==> config.mk <==
export PLATFORM = sky130hd
export DESIGN_NAME = battery_percent_gauge_top
export DESIGN_NICKNAME = d
export VERILOG_FILES = /design/src/rtl/core/bpg_pkg.sv /design/src/rtl/core/bpg_lookup.sv /design/src/rtl/core/bpg_filter.sv /design/src/rtl/core/battery_percent_gauge_top.sv
export SDC_FILE = /design/constraint.sdc
export NUM_CORES = 1
export LEC_CHECK = 0
export BUFFER_PORTS_ARGS = -buffer_cell sky130_fd_sc_hd__buf_2
export CORE_MARGIN = 1
export CORE_UTILIZATION = 45
export CTS_BUF_LIST = sky130_fd_sc_hd__clkbuf_8 sky130_fd_sc_hd__clkbuf_16
export DETAILED_ROUTE_END_ITERATION = 7
export GPL_ROUTABILITY_DRIVEN = 0
export GPL_TIMING_DRIVEN = 0
export PLACE_DENSITY = 0.65
export SLEW_MARGIN = 20
export SYNTH_ARGS = -nofsm -noshare
export SYNTH_HDL_FRONTEND = slang
export SYNTH_HIERARCHICAL = 1
export SYNTH_SLANG_ARGS = --single-unit
==> constraint.sdc <==
create_clock -name clk_i -period 13.95 [get_ports clk_i]
set_input_delay 0.6975 -clock clk_i [delete_from_list [all_inputs] [get_ports clk_i]]
set_output_delay 0.6975 -clock clk_i [all_outputs]
set_load 0.02 [all_outputs]
==> src/rtl/core/bpg_pkg.sv <==
// Package for the battery percent gauge: table constants, report kind codes,
// the shared lookup functions and the control struct passed to the filter.
// Depends on nothing.
`default_nettype none

package bpg_pkg;

  localparam int unsigned LevelW  = 8;
  localparam int unsigned PctW    = 7;
  localparam int unsigned AdcLen  = 21;
  localparam int unsigned LinLen  = 13;

  localparam logic [LevelW-1:0] HELD_NONE     = 8'hFF;
  localparam logic [LevelW-1:0] FULL_HOLD     = 8'd90;
  localparam logic [LevelW-1:0] OFFSET_RESET  = 8'd26;

  // Report kind codes; the remaining codes read the ADC table at level zero.
  localparam logic [1:0] KIND_PERCENT = 2'd0;
  localparam logic [1:0] KIND_ADC     = 2'd1;
  localparam logic [1:0] KIND_UNKNOWN = 2'd2;
  localparam logic [1:0] KIND_SPARE   = 2'd3;

  localparam logic [LevelW-1:0] ADC_KEY [AdcLen] = '{
    8'd30, 8'd37, 8'd42, 8'd49, 8'd54, 8'd59, 8'd63, 8'd68, 8'd72, 8'd76, 8'd79,
    8'd82, 8'd84, 8'd86, 8'd90, 8'd95, 8'd100, 8'd105, 8'd120, 8'd150, 8'd255
  };
  localparam logic [LevelW-1:0] ADC_PCT [AdcLen] = '{
    8'd100, 8'd95, 8'd90, 8'd85, 8'd80, 8'd75, 8'd70, 8'd65, 8'd60, 8'd55, 8'd50,
    8'd45, 8'd40, 8'd35, 8'd30, 8'd25, 8'd20, 8'd15, 8'd10, 8'd5, 8'd0
  };
  localparam logic [LevelW-1:0] LIN_KEY [LinLen] = '{
    8'd3, 8'd5, 8'd10, 8'd20, 8'd30, 8'd40, 8'd50, 8'd60, 8'd70, 8'd80, 8'd90,
    8'd100, 8'd0
  };
  localparam logic [LevelW-1:0] LIN_PCT [LinLen] = '{
    8'd3, 8'd5, 8'd10, 8'd20, 8'd30, 8'd40, 8'd50, 8'd60, 8'd70, 8'd80, 8'd90,
    8'd100, 8'd0
  };

  typedef struct packed {
    logic update;
    logic bat;
    logic dc;
    logic full;
  } filt_ctrl_t;

  // First entry whose key is at least the level; the last entry is the
  // terminator and wins only when no earlier key matches.
  function automatic logic [LevelW-1:0] adc_pick(input logic [LevelW-1:0] lvl);
    logic [LevelW-1:0] res;
    res = ADC_PCT[AdcLen-1];
    for (int i = AdcLen - 2; i >= 0; i--) begin
      if (ADC_KEY[i] >= lvl) res = ADC_PCT[i];
    end
    return res;
  endfunction

  function automatic logic [LevelW-1:0] lin_pick(input logic [LevelW-1:0] lvl);
    logic [LevelW-1:0] res;
    res = LIN_PCT[LinLen-1];
    for (int i = LinLen - 2; i >= 0; i--) begin
      if (LIN_KEY[i] >= lvl) res = LIN_PCT[i];
    end
    return res;
  endfunction

endpackage

`default_nettype wire

==> src/rtl/core/bpg_lookup.sv <==
// Table lookup for one registered report: picks the table by kind and
// applies the charger offset for ADC readings. Depends on bpg_pkg.
`default_nettype none

module bpg_lookup (
  input  wire logic [1:0]                 report_kind_i,
  input  wire logic                       charger_present_i,
  input  wire logic [bpg_pkg::LevelW-1:0] level_i,
  input  wire logic [bpg_pkg::LevelW-1:0] charger_offset_i,
  output logic      [bpg_pkg::LevelW-1:0] table_pct_o
);
  import bpg_pkg::*;

  logic [LevelW-1:0] adc_level;

  // The sum wraps at eight bits on purpose.
  assign adc_level = level_i + (charger_present_i ? charger_offset_i : '0);

  always_comb begin
    unique case (report_kind_i)
      KIND_PERCENT: table_pct_o = lin_pick(level_i);
      KIND_ADC:     table_pct_o = adc_pick(adc_level);
      KIND_UNKNOWN,
      KIND_SPARE:   table_pct_o = adc_pick('0);
      default:      table_pct_o = adc_pick('0);
    endcase
  end

endmodule

`default_nettype wire

==> src/rtl/core/bpg_filter.sv <==
// Held-value filter: keeps the held percentage and limits the table result
// to rise while charging and to fall otherwise. Depends on bpg_pkg.
`default_nettype none

module bpg_filter (
  input  wire logic                       clk_i,
  input  wire logic                       rst_ni,
  input  wire bpg_pkg::filt_ctrl_t        ctrl_i,
  input  wire logic [bpg_pkg::LevelW-1:0] table_pct_i,
  output logic      [bpg_pkg::PctW-1:0]   percent_o
);
  import bpg_pkg::*;

  logic [LevelW-1:0] held_q, held_d;
  logic [LevelW-1:0] held_eff;
  logic [LevelW-1:0] res;

  assign held_eff = (ctrl_i.dc && ctrl_i.full) ? FULL_HOLD : held_q;

  always_comb begin
    priority if (held_eff == HELD_NONE) begin
      res = table_pct_i;
    end else if (ctrl_i.dc) begin
      res = (held_eff > table_pct_i) ? held_eff : table_pct_i;
    end else begin
      res = (held_eff > table_pct_i) ? table_pct_i : held_eff;
    end
  end

  // The result never exceeds 100, so the top bit is always clear.
  assign percent_o = ctrl_i.bat ? res[PctW-1:0] : '0;

  always_comb begin
    held_d = held_q;
    if (ctrl_i.update) begin
      held_d = ctrl_i.bat ? res : HELD_NONE;
    end
  end

  always_ff @(posedge clk_i or negedge rst_ni) begin
    if (!rst_ni) begin
      held_q <= HELD_NONE;
    end else begin
      held_q <= held_d;
    end
  end

endmodule

`default_nettype wire

==> src/rtl/core/battery_percent_gauge_top.sv <==
// Top level of the battery percent gauge: input register, configuration
// register, lookup, filter and result register. Depends on bpg_pkg,
// bpg_lookup and bpg_filter.
//
// Usage:
//   Reports arrive on the in channel (in_valid_i / in_ready_o) and each one
//   yields exactly one percentage on the out channel (out_valid_o /
//   out_ready_i). An item is registered in the input register on acceptance,
//   then looked up and filtered and written to the result register when
//   that register is empty or its item is taken, which raises out_valid_o.
//   Throughput is one item per cycle while out_ready_i stays high: the held
//   percentage is updated in the same cycle as the result register, so each
//   item sees the value left by the one before it without any bubble.
//   When the receiver stalls, the result register holds its item and the
//   input register fills; in_ready_o then drops until the result is taken.
//   The charger offset is written via cfg_we_i / cfg_wdata_i while the block
//   is idle; the user ensures this, not the block. Reset sets the offset to
//   26, clears the held percentage to "none" and empties both registers.
`default_nettype none

module battery_percent_gauge_top (
  input  wire logic                       clk_i,
  input  wire logic                       rst_ni,
  input  wire logic                       cfg_we_i,
  input  wire logic [bpg_pkg::LevelW-1:0] cfg_wdata_i,
  input  wire logic                       in_valid_i,
  output logic                            in_ready_o,
  input  wire logic                       battery_present_i,
  input  wire logic                       charger_present_i,
  input  wire logic                       charge_full_i,
  input  wire logic [1:0]                 report_kind_i,
  input  wire logic [bpg_pkg::LevelW-1:0] level_i,
  output logic                            out_valid_o,
  input  wire logic                       out_ready_i,
  output logic      [bpg_pkg::PctW-1:0]   percent_o
);
  import bpg_pkg::*;

  logic [LevelW-1:0] offset_q;

  logic              s1_valid_q;
  logic              s1_bat_q, s1_dc_q, s1_full_q;
  logic [1:0]        s1_kind_q;
  logic [LevelW-1:0] s1_level_q;

  logic              out_valid_q;
  logic [PctW-1:0]   percent_q;

  logic              advance;
  logic              in_fire;
  logic [LevelW-1:0] table_pct;
  logic [PctW-1:0]   percent_d;
  filt_ctrl_t        filt_ctrl;

  assign advance    = s1_valid_q && (!out_valid_q || out_ready_i);
  assign in_ready_o = !s1_valid_q || advance;
  assign in_fire    = in_valid_i && in_ready_o;

  always_ff @(posedge clk_i or negedge rst_ni) begin
    if (!rst_ni) begin
      offset_q <= OFFSET_RESET;
    end else if (cfg_we_i) begin
      offset_q <= cfg_wdata_i;
    end
  end

  always_ff @(posedge clk_i or negedge rst_ni) begin
    if (!rst_ni) begin
      s1_valid_q <= 1'b0;
    end else if (in_ready_o) begin
      s1_valid_q <= in_valid_i;
    end
  end

  always_ff @(posedge clk_i) begin
    if (in_fire) begin
      s1_bat_q   <= battery_present_i;
      s1_dc_q    <= charger_present_i;
      s1_full_q  <= charge_full_i;
      s1_kind_q  <= report_kind_i;
      s1_level_q <= level_i;
    end
  end

  bpg_lookup u_lookup (
    .report_kind_i     (s1_kind_q),
    .charger_present_i (s1_dc_q),
    .level_i           (s1_level_q),
    .charger_offset_i  (offset_q),
    .table_pct_o       (table_pct)
  );

  always_comb begin
    filt_ctrl.update = advance;
    filt_ctrl.bat    = s1_bat_q;
    filt_ctrl.dc     = s1_dc_q;
    filt_ctrl.full   = s1_full_q;
  end

  bpg_filter u_filter (
    .clk_i       (clk_i),
    .rst_ni      (rst_ni),
    .ctrl_i      (filt_ctrl),
    .table_pct_i (table_pct),
    .percent_o   (percent_d)
  );

  always_ff @(posedge clk_i or negedge rst_ni) begin
    if (!rst_ni) begin
      out_valid_q <= 1'b0;
    end else if (advance) begin
      out_valid_q <= 1'b1;
    end else if (out_ready_i) begin
      out_valid_q <= 1'b0;
    end
  end

  always_ff @(posedge clk_i) begin
    if (advance) begin
      percent_q <= percent_d;
    end
  end

  assign out_valid_o = out_valid_q;
  assign percent_o   = percent_q;

endmodule

`default_nettype wire
* Yosys cells after proc, flatten, opt, wreduce, memory -nomap -nowiden *
Index checks and enable logic that the tools add are counted.

cells by class
  add/sub/neg operators = 1
  order comparisons = 33
  equality and inequality tests = 4
  muxes and demuxes = 42
  reduce and logical (&&, ||, !) cells = 10

operators by type and width
  operator                                                                            count
  7-bit two-way mux                                                                   20
  7-bit by 8-bit greater-or-equal comparator with 1-bit output, first input constant  16
  6-bit by 8-bit greater-or-equal comparator with 1-bit output, first input constant  9
  8-bit two-way mux                                                                   7
  6-bit two-way mux                                                                   6
  5-bit by 8-bit greater-or-equal comparator with 1-bit output, first input constant  3
  8-bit case mux with 3 select lines                                                  1
  5-bit two-way mux                                                                   3
  8-bit adder                                                                         1
  8-bit == test, second input constant                                                1
  2-bit by 8-bit greater-or-equal comparator with 1-bit output, first input constant  1
  3-bit by 8-bit greater-or-equal comparator with 1-bit output, first input constant  1
  4-bit by 8-bit greater-or-equal comparator with 1-bit output, first input constant  1
  8-bit greater-or-equal comparator, first input constant                             1
  8-bit > comparator                                                                  1
  4-bit two-way mux                                                                   2
  2-bit == test, second input constant                                                2
  1-bit logical AND                                                                   3
  3-bit two-way mux                                                                   1
  2-bit by 1-bit == test with 1-bit output, second input constant                     1
  1-bit logical NOT                                                                   2
  2-bit logical NOT                                                                   1
  1-bit logical OR                                                                    2
  1-bit two-way mux                                                                   2
  other kinds (2)                                                                     2

word-level totals
  register bits after elaboration = 38
  input port bits = 26
  output and inout bits = 9
  logic and storage cells = 100

* Logic depth before layout (Yosys ltp) *
Gate-level depths: netlist of run 1.

  word-level depth = 29
  mapped depth = 21
  mapped depth without buffers = 18

* By module *
The synthesis of run 1 kept the hierarchy.

modules (own cells, without submodules)
  module                     instances  cells each  area an instance (µm²)  seq. area each (µm²)
  bpg_lookup                 1          219         1463.9                  0.0
  battery_percent_gauge_top  1          45          1024.7                  854.6
  bpg_filter                 1          106         904.6                   210.2

* Worst setup path after synthesis of run 1 *
No wires, ideal clock.

  kind = register to register
  from = register s1_dc_q
  to = register percent_q[0] (netlist: percent_o[0]), data pin
  setup time = 254 ps
  arrival time = 4489 ps
  data required time = 13696 ps
  slack = 9207 ps
  cell stages (with the launch flop) = 21
  buffers on the path = 2
  clock period less this slack = 4743 ps
  path through = edfxtp_1 and2_1 ha_1 fa_1 a211oi_2 nor2_2 or2_1 buf_6 o41ai_4 o2111ai_1 a31o_1 o21ai_1 inv_1 ha_1 nand4_1 nor2_1 a21oi_1 nor4_4 buf_4 nor3b_1 o21a_1

on the way
  elaborated cells on any way between the ends = 51
  those cells by class = add/sub: 1; order compare: 21; eq/ne: 1; mux: 27; reduce/logical: 1

RTL lines
  element                                                       RTL line                            RTL
  from (decl)                                                   battery_percent_gauge_top.sv:42     logic s1_bat_q, s1_dc_q, s1_full_q;
  from (signal assigned)                                        battery_percent_gauge_top.sv:78     s1_dc_q <= charger_present_i;
  8-bit two-way mux *                                           bpg_lookup.sv:17                    assign adc_level = level_i + (charger_present_i ? charger_offset_i : '0);
  8-bit adder *                                                 bpg_lookup.sv:17
  7-bit by 8-bit greater-or-equal comparator with 1-bit output  bpg_pkg.sv:53                       if (ADC_KEY[i] >= lvl) res = ADC_PCT[i];
  4-bit two-way mux (2 in series)                               bpg_pkg.sv:53
  5-bit two-way mux (3 in series)                               bpg_pkg.sv:53
  6-bit two-way mux (6 in series)                               bpg_pkg.sv:53
  7-bit two-way mux (7 in series)                               bpg_pkg.sv:53
  7-bit two-way mux *                                           bpg_pkg.sv:53
  8-bit case mux with 3 select lines *                          bpg_lookup.sv:20                    unique case (report_kind_i)
  via table_pct[3]                                              battery_percent_gauge_top.sv:51     logic [LevelW-1:0] table_pct;
  8-bit > comparator *                                          bpg_filter.sv:24, bpg_filter.sv:26
  8-bit two-way mux, on equally long branches                   bpg_filter.sv:26, bpg_filter.sv:24
  8-bit two-way mux *                                           bpg_filter.sv:23                    end else if (ctrl_i.dc) begin
  8-bit two-way mux *                                           bpg_filter.sv:21                    priority if (held_eff == HELD_NONE) begin
  to (signal assigned)                                          battery_percent_gauge_top.sv:120    percent_q <= percent_d;
  to (decl)                                                     battery_percent_gauge_top.sv:47     logic [PctW-1:0] percent_q;

Mark *: on every way through the listed nets, which the timed path passes. The rest lies on a longest branch. The select of a mux whose other input is x is not followed.
A chain may end at the register's enable or synchronous reset.

* Worst setup path in the final report of run 1 *
  from = register s1_dc_q
  to = register percent_q[1] (netlist: percent_o[1]), data pin

on the way
  cells in the longest elaborated chain, start to end = 28
  elaborated cells on any way between the ends = 51
  those cells by class = add/sub: 1; order compare: 21; eq/ne: 1; mux: 27; reduce/logical: 1

RTL lines
  element                                      RTL line
  8-bit two-way mux *                          bpg_lookup.sv:17
  8-bit adder *                                bpg_lookup.sv:17
  8-bit greater-or-equal comparator            bpg_pkg.sv:53
  3-bit two-way mux                            bpg_pkg.sv:53
  4-bit two-way mux (2 in series)              bpg_pkg.sv:53
  5-bit two-way mux (3 in series)              bpg_pkg.sv:53
  6-bit two-way mux (6 in series)              bpg_pkg.sv:53
  7-bit two-way mux (7 in series)              bpg_pkg.sv:53
  7-bit two-way mux *                          bpg_pkg.sv:53
  8-bit case mux with 3 select lines *         bpg_lookup.sv:20
  via table_pct[2]                             battery_percent_gauge_top.sv:51
  8-bit > comparator *                         bpg_filter.sv:24, bpg_filter.sv:26
  8-bit two-way mux, on equally long branches  bpg_filter.sv:26, bpg_filter.sv:24
  8-bit two-way mux *                          bpg_filter.sv:23
  8-bit two-way mux *                          bpg_filter.sv:21

Marked as above.

==> flow_metrics.tcl, run 1 <==
set metrics [dict create \
    status "complete, no violations" \
    cts_made_buffers 5 \
    start_util 0.468 \
    io_pins 35 \
    drtIter0Drc 183 \
    vias 3095 \
    post_dp_cell_area_mm2 0.00368 \
    cts_resized 0 \
    cts_tree "done" \
    power_leakage_nw 1.51 \
    place_ws_ns 8.48 \
    wl_met3_um 400 \
    ant_nets 0 \
    clock.fmax_ghz 0.179 \
    max_slew.worst_pin.slew_ns 0.848 \
    die_x_um 88.8 \
    final_core_util 0.519 \
    critPathRequiredTime_ns 14.04 \
    synth_area_mm2 0.00339 \
    vias_per_cell 6.07 \
    hp-class "in2async" \
    rr_startpoint "s1_dc_q" \
    design_area_mm2 0.00376 \
    path_class "reg2reg" \
    synth-edff-count 20 \
    grt_overflow 0 \
    critPathMaxFanout 16 \
    setup_ws_ns 8.36 \
    irDropWorstVdd_uv 78.6 \
    final-hold-violation-count 0 \
    setup_viol_count_final 0 \
    worstPathArrival_ns 5.68 \
    antenna_found_initial 0 \
    rrSetupSlack_ns 8.36 \
    synth_top_flop_cell "edfxtp_1" \
    post-dp-hpwl_mm 6.06 \
    grt_max_degree 19 \
    async_flop_share 0.474 \
    cts_root_buffer "clkbuf_8" \
    clk_pin_slew_ns 0.07 \
    insertedDiodeCount 0 \
    drc 0 \
    dr_wl_met2_mm 3.47 \
    synth.avg_cell_area_um2 9.17 \
    ys_seq_area_frac 0.314 \
    grt_pass1_wl_mm 13.5 \
    clk_latency_ns 0.29 \
    die_h_um 88.8 \
    start_kind "flop" \
    grt_pass1_vias 2813 \
    routed.top_layer "met4" \
    stdcell_count 510 \
    finalCritPeriodShare 0.401 \
    hold_ws_ns 0.341 \
    wl_mm 8.06 \
    wl_met1_mm 4.00 \
    slew_viol_final 0 \
    total_power_mw 0.502 \
    cts_setup_buffers 0 \
    syn2layout_area_growth_pct 10.9 \
    grt_use_total 0.223 \
    synth_nets 412 \
    fill_cells 680 \
    rsz0062_at_grt "false" \
    postCtsHoldBufs 0 \
    num_rows 31 \
    core_area_mm2 0.00725 \
    syn_inst 370 \
    wire_per_inst_um 15.8 \
    placedCellCount 502 \
    cap_viol_max_count 0 \
    synth_warnings 6 \
    final.setup_skew_ns 0.00404 \
    htreeDepth 2 \
    min_period_ns 5.59 \
    cts_sinks 38 \
    synth-seq-cells 38 \
    mostFrequentLayoutCells "35 x buf_2, 27 x nand2_1, 23 x o21ai_0" \
    cts_max_path_buffers 2 \
    io_buffer_count 33 \
    drt-pass1-iter-count 5 \
    slew-limit-headroom 0.431 \
    dieArea_mm2 0.00789 \
    end_kind "flop" \
    powerDensity_mw_per_mm2 133 \
    setup_tns_ns 0 \
    final_common_cell "buf_2" \
    synth.distinct_cells 78 \
    reg2reg_to "percent_o[1]" \
    worstRegToRegCells 19 \
    nets 452 \
    cp-startpoint "s1_dc_q" \
    drive_gt1_frac 0.231 \
]
-- kinds of logic after synthesis --
group / share of synthesized area
fa+ha+maj: 0.0678
simple gates: 0.215
xor+xnor: 0.0155
buf+inv: 0.0594
compound gates: 0.284
other cells: 0.00111
flops: 0.314
mux: 0.0442
-- worst max-delay path, stage by stage, from the launching register on --
cell,delay (ns)
edfxtp_1,0.63
and2_1,0.25
ha_1,0.22
fa_1,0.46
a211oi_2,0.35
nor4_1,0.12
nor3_2,0.70
o41ai_4,0.22
nor3_1,0.26
nor3_1,0.09
o22ai_1,0.26
inv_1,0.09
ha_1,0.32
nand4_1,0.09
nor2_1,0.06
a21oi_1,0.37
nor4_4,0.12
buf_4,0.22
o21a_4,0.23
a221oi_2,0.31
-- per-layer routing --
layer  vias up  track usage
met5         -            0
li1       1496            -
met2       114        0.327
met3        15       0.0326
met4         0       0.0909
met1      1470        0.326
-- synthesized netlist by cell type, types with 7 or more instances --
cell,count,area (um^2)
inv_1,20,75.1
edfxtp_1,20,601
o21ai_0,23,115
nand2_1,27,101
dfrtp_1,7,175
nand3_1,11,55.1
nor2_1,22,82.6
dfstp_2,11,289
a31oi_1,9,56.3
buf_6,7,78.8
and2_1,13,81.3
mux2_4,8,120
a21oi_1,22,110
ha_1,15,188
-- power breakdown --
group | internal, mW | total, mW | leakage (nW) | switching [mW]
registers | 0.149 | 0.164 | 0.390 | 0.0147
clock network | 0.0336 | 0.0705 | 0.0468 | 0.0369
logic | 0.110 | 0.268 | 1.07 | 0.158
-- area by class of cell --
type | count | area [um^2] | area share
Multi-Input combinational cell | 295 | 2130 | 0.565
Sequential cell | 38 | 1060 | 0.283
Timing Repair Buffer | 33 | 165 | 0.0439
Tap cell | 99 | 124 | 0.0329
Buffer | 16 | 123 | 0.0326
Inverter | 21 | 78.8 | 0.0209
Clock buffer | 5 | 68.8 | 0.0183
Clock inverter | 3 | 12.5 | 0.00332
-- worst max path at each step --
stage	to	cells past startpoint
after floorplan	percent_o[0]	20
after global placement	percent_o[4]	18
after detailed placement	percent_o[1]	20
after CTS	percent_o[1]	20
after global routing	percent_o[4]	20
final	percent_o[1]	19
-- flip-flops by register name, indices dropped and copies added, names as in the netlist --
| register | cells |
|---|---|
| s1_bat_q | 1 |
| s1_level_q | 8 |
| s1_dc_q | 1 |
| s1_full_q | 1 |
| u_filter/held_q | 8 |
| percent_o | 7 |
| s1_kind_q | 2 |
| s1_valid_q | 1 |
| out_valid_o | 1 |
| offset_q | 8 |
No activity file was read; power rests on OpenSTA's default activity.
==> run 2: changes to the inputs <==
==> constraint.sdc (replaced) <==
create_clock -name clk_i -period 5.81 [get_ports clk_i]
set_input_delay 0.2905 -clock clk_i [delete_from_list [all_inputs] [get_ports clk_i]]
set_output_delay 0.2905 -clock clk_i [all_outputs]
set_load 0.02 [all_outputs]
==> flow_metrics.tcl, run 2 (synthesis gave the netlist of run 1 again) <==
set metrics [dict create \
    drtIter0Drc 155 \
    status "complete, no violations" \
    design_area_mm2 0.00380 \
    die_h_um 88.8 \
    vias 3120 \
    cts_resized 0 \
    ant_nets 0 \
    routed.top_layer "met4" \
    insertedDiodeCount 0 \
    cts_sinks 38 \
    cap_viol_max_count 0 \
    cts_max_path_buffers 2 \
    stdcell_count 514 \
    antenna_found_initial 0 \
    final.setup_skew_ns 0.00383 \
    hp-class "in2reg" \
    die_x_um 88.8 \
    post-dp-hpwl_mm 6.06 \
    grt_use_total 0.223 \
    wl_met3_um 520 \
    dr_wl_met2_mm 3.41 \
    power_leakage_nw 1.53 \
    finalCritPeriodShare 0.925 \
    drt-pass1-iter-count 5 \
    io_buffer_count 33 \
    io_pins 35 \
    worstPathArrival_ns 5.46 \
    clk_pin_slew_ns 0.07 \
    nets 456 \
    setup_tns_ns 0 \
    rsz0062_at_grt "false" \
    post_dp_cell_area_mm2 0.00368 \
    core_area_mm2 0.00725 \
    slew-limit-headroom 0.462 \
    grt_pass1_vias 2820 \
    setup_viol_count_final 0 \
    cts_made_buffers 5 \
    fill_cells 680 \
    wl_met1_mm 3.92 \
    clock.fmax_ghz 0.186 \
    hold_ws_ns 0.175 \
    cts_root_buffer "clkbuf_8" \
    num_rows 31 \
    placedCellCount 502 \
    max_slew.worst_pin.slew_ns 0.802 \
    min_period_ns 5.38 \
    wire_per_inst_um 15.7 \
    reg_top3 "offset_q: 8 flops, s1_level_q: 8 flops, u_filter/held_q: 8 flops" \
    wl_mm 8.05 \
    critPathRequiredTime_ns 5.90 \
    critPathMaxFanout 10 \
    start_util 0.468 \
    drc 0 \
    irDropWorstVdd_uv 189 \
    powerDensity_mw_per_mm2 318 \
    end_kind "flop" \
    final-hold-violation-count 0 \
    slew_viol_final 0 \
    mostFrequentLayoutCells "35 x buf_2, 27 x nand2_1, 23 x o21ai_0" \
    cts_tree "done" \
    drive_gt1_frac 0.236 \
    htreeDepth 2 \
    final_common_cell "buf_2" \
    clk_latency_ns 0.29 \
    syn2layout_area_growth_pct 11.9 \
    grt_max_degree 19 \
    total_power_mw 1.21 \
    start_kind "flop" \
    grt_overflow 0 \
    path_class "reg2reg" \
    vias_per_cell 6.07 \
    dieArea_mm2 0.00789 \
    grt_pass1_wl_mm 13.5 \
]
## run 2: cell count changes in the layout (fill, tap and decap cells not counted), sizes merged
| cell | delta |
|---|---|
| buf | +3 |
| dlygate4sd3 | +1 |
## run 2: where the power goes
group	switching (mW)	internal (mW)	leakage, nW
clock network	0.0894	0.0807	0.0468
logic	0.380	0.266	1.09
registers	0.0345	0.358	0.390
total	0.504	0.705	1.53
## run 2: final timing paths
kind                             from            endpoint  slack [ns]  cells past startpoint
max                           s1_dc_q        percent_o[1]        0.43                     19
min                        level_i[3]       s1_level_q[3]        0.17                      1
max reg2reg                   s1_dc_q        percent_o[1]        0.43                     19
min reg2reg                s1_valid_q         out_valid_o        0.49                      1
max in group asynchronous      rst_ni  u_filter/held_q[1]        5.01                      2
min in group asynchronous      rst_ni         offset_q[5]        0.47                      2
## run 2: worst max-delay path, cell delays in order (launching register included)
cell,delay (ns)
edfxtp_1,0.51
and2_1,0.19
ha_1,0.22
fa_1,0.46
a211oi_2,0.35
nor4_1,0.12
nor3_2,0.67
o41ai_4,0.22
nor3_1,0.26
nor3_1,0.09
o22ai_1,0.27
inv_1,0.09
ha_1,0.32
nand4_1,0.10
nor2_1,0.07
a21oi_1,0.37
nor4_4,0.12
buf_4,0.21
o21a_4,0.23
a221oi_2,0.30
## run 2: routing by layer
| layer | up-vias | track usage |
|---|---|---|
| li1 | 1505 | - |
| met1 | 1455 | 0.327 |
| met2 | 142 | 0.327 |
| met3 | 18 | 0.0326 |
| met4 | 0 | 0.0909 |
| met5 | - | 0 |
## run 2: area by class of cell
type	count	area (um^2)	area share
multi-input combinational	295	2130	0.560
sequential	38	1060	0.280
timing repair buffer	37	198	0.0521
tap	99	124	0.0326
buffer	16	123	0.0323
inverter	21	78.8	0.0208
clock buffer	5	68.8	0.0181
clock inverter	3	12.5	0.00330
## run 2: timing repair
| action | in CTS | in global routing |
|---|---|---|
| endpoints found under the setup margin | 0 | 9 |
| hold endpoints to repair | 7 | 0 |
| hold buffers | 1 | 0 |
| setup buffers | 0 | 3 |
## run 2: per-stage QoR
stage,setup slack [ns],util
6_report,0.435,0.523
5_1_grt,0.0414,0.523
4_1_cts,0.302,0.520
3_5_place_dp,0.343,0.508
3_3_place_gp,0.359,0.508
2_1_floorplan,1.07,-
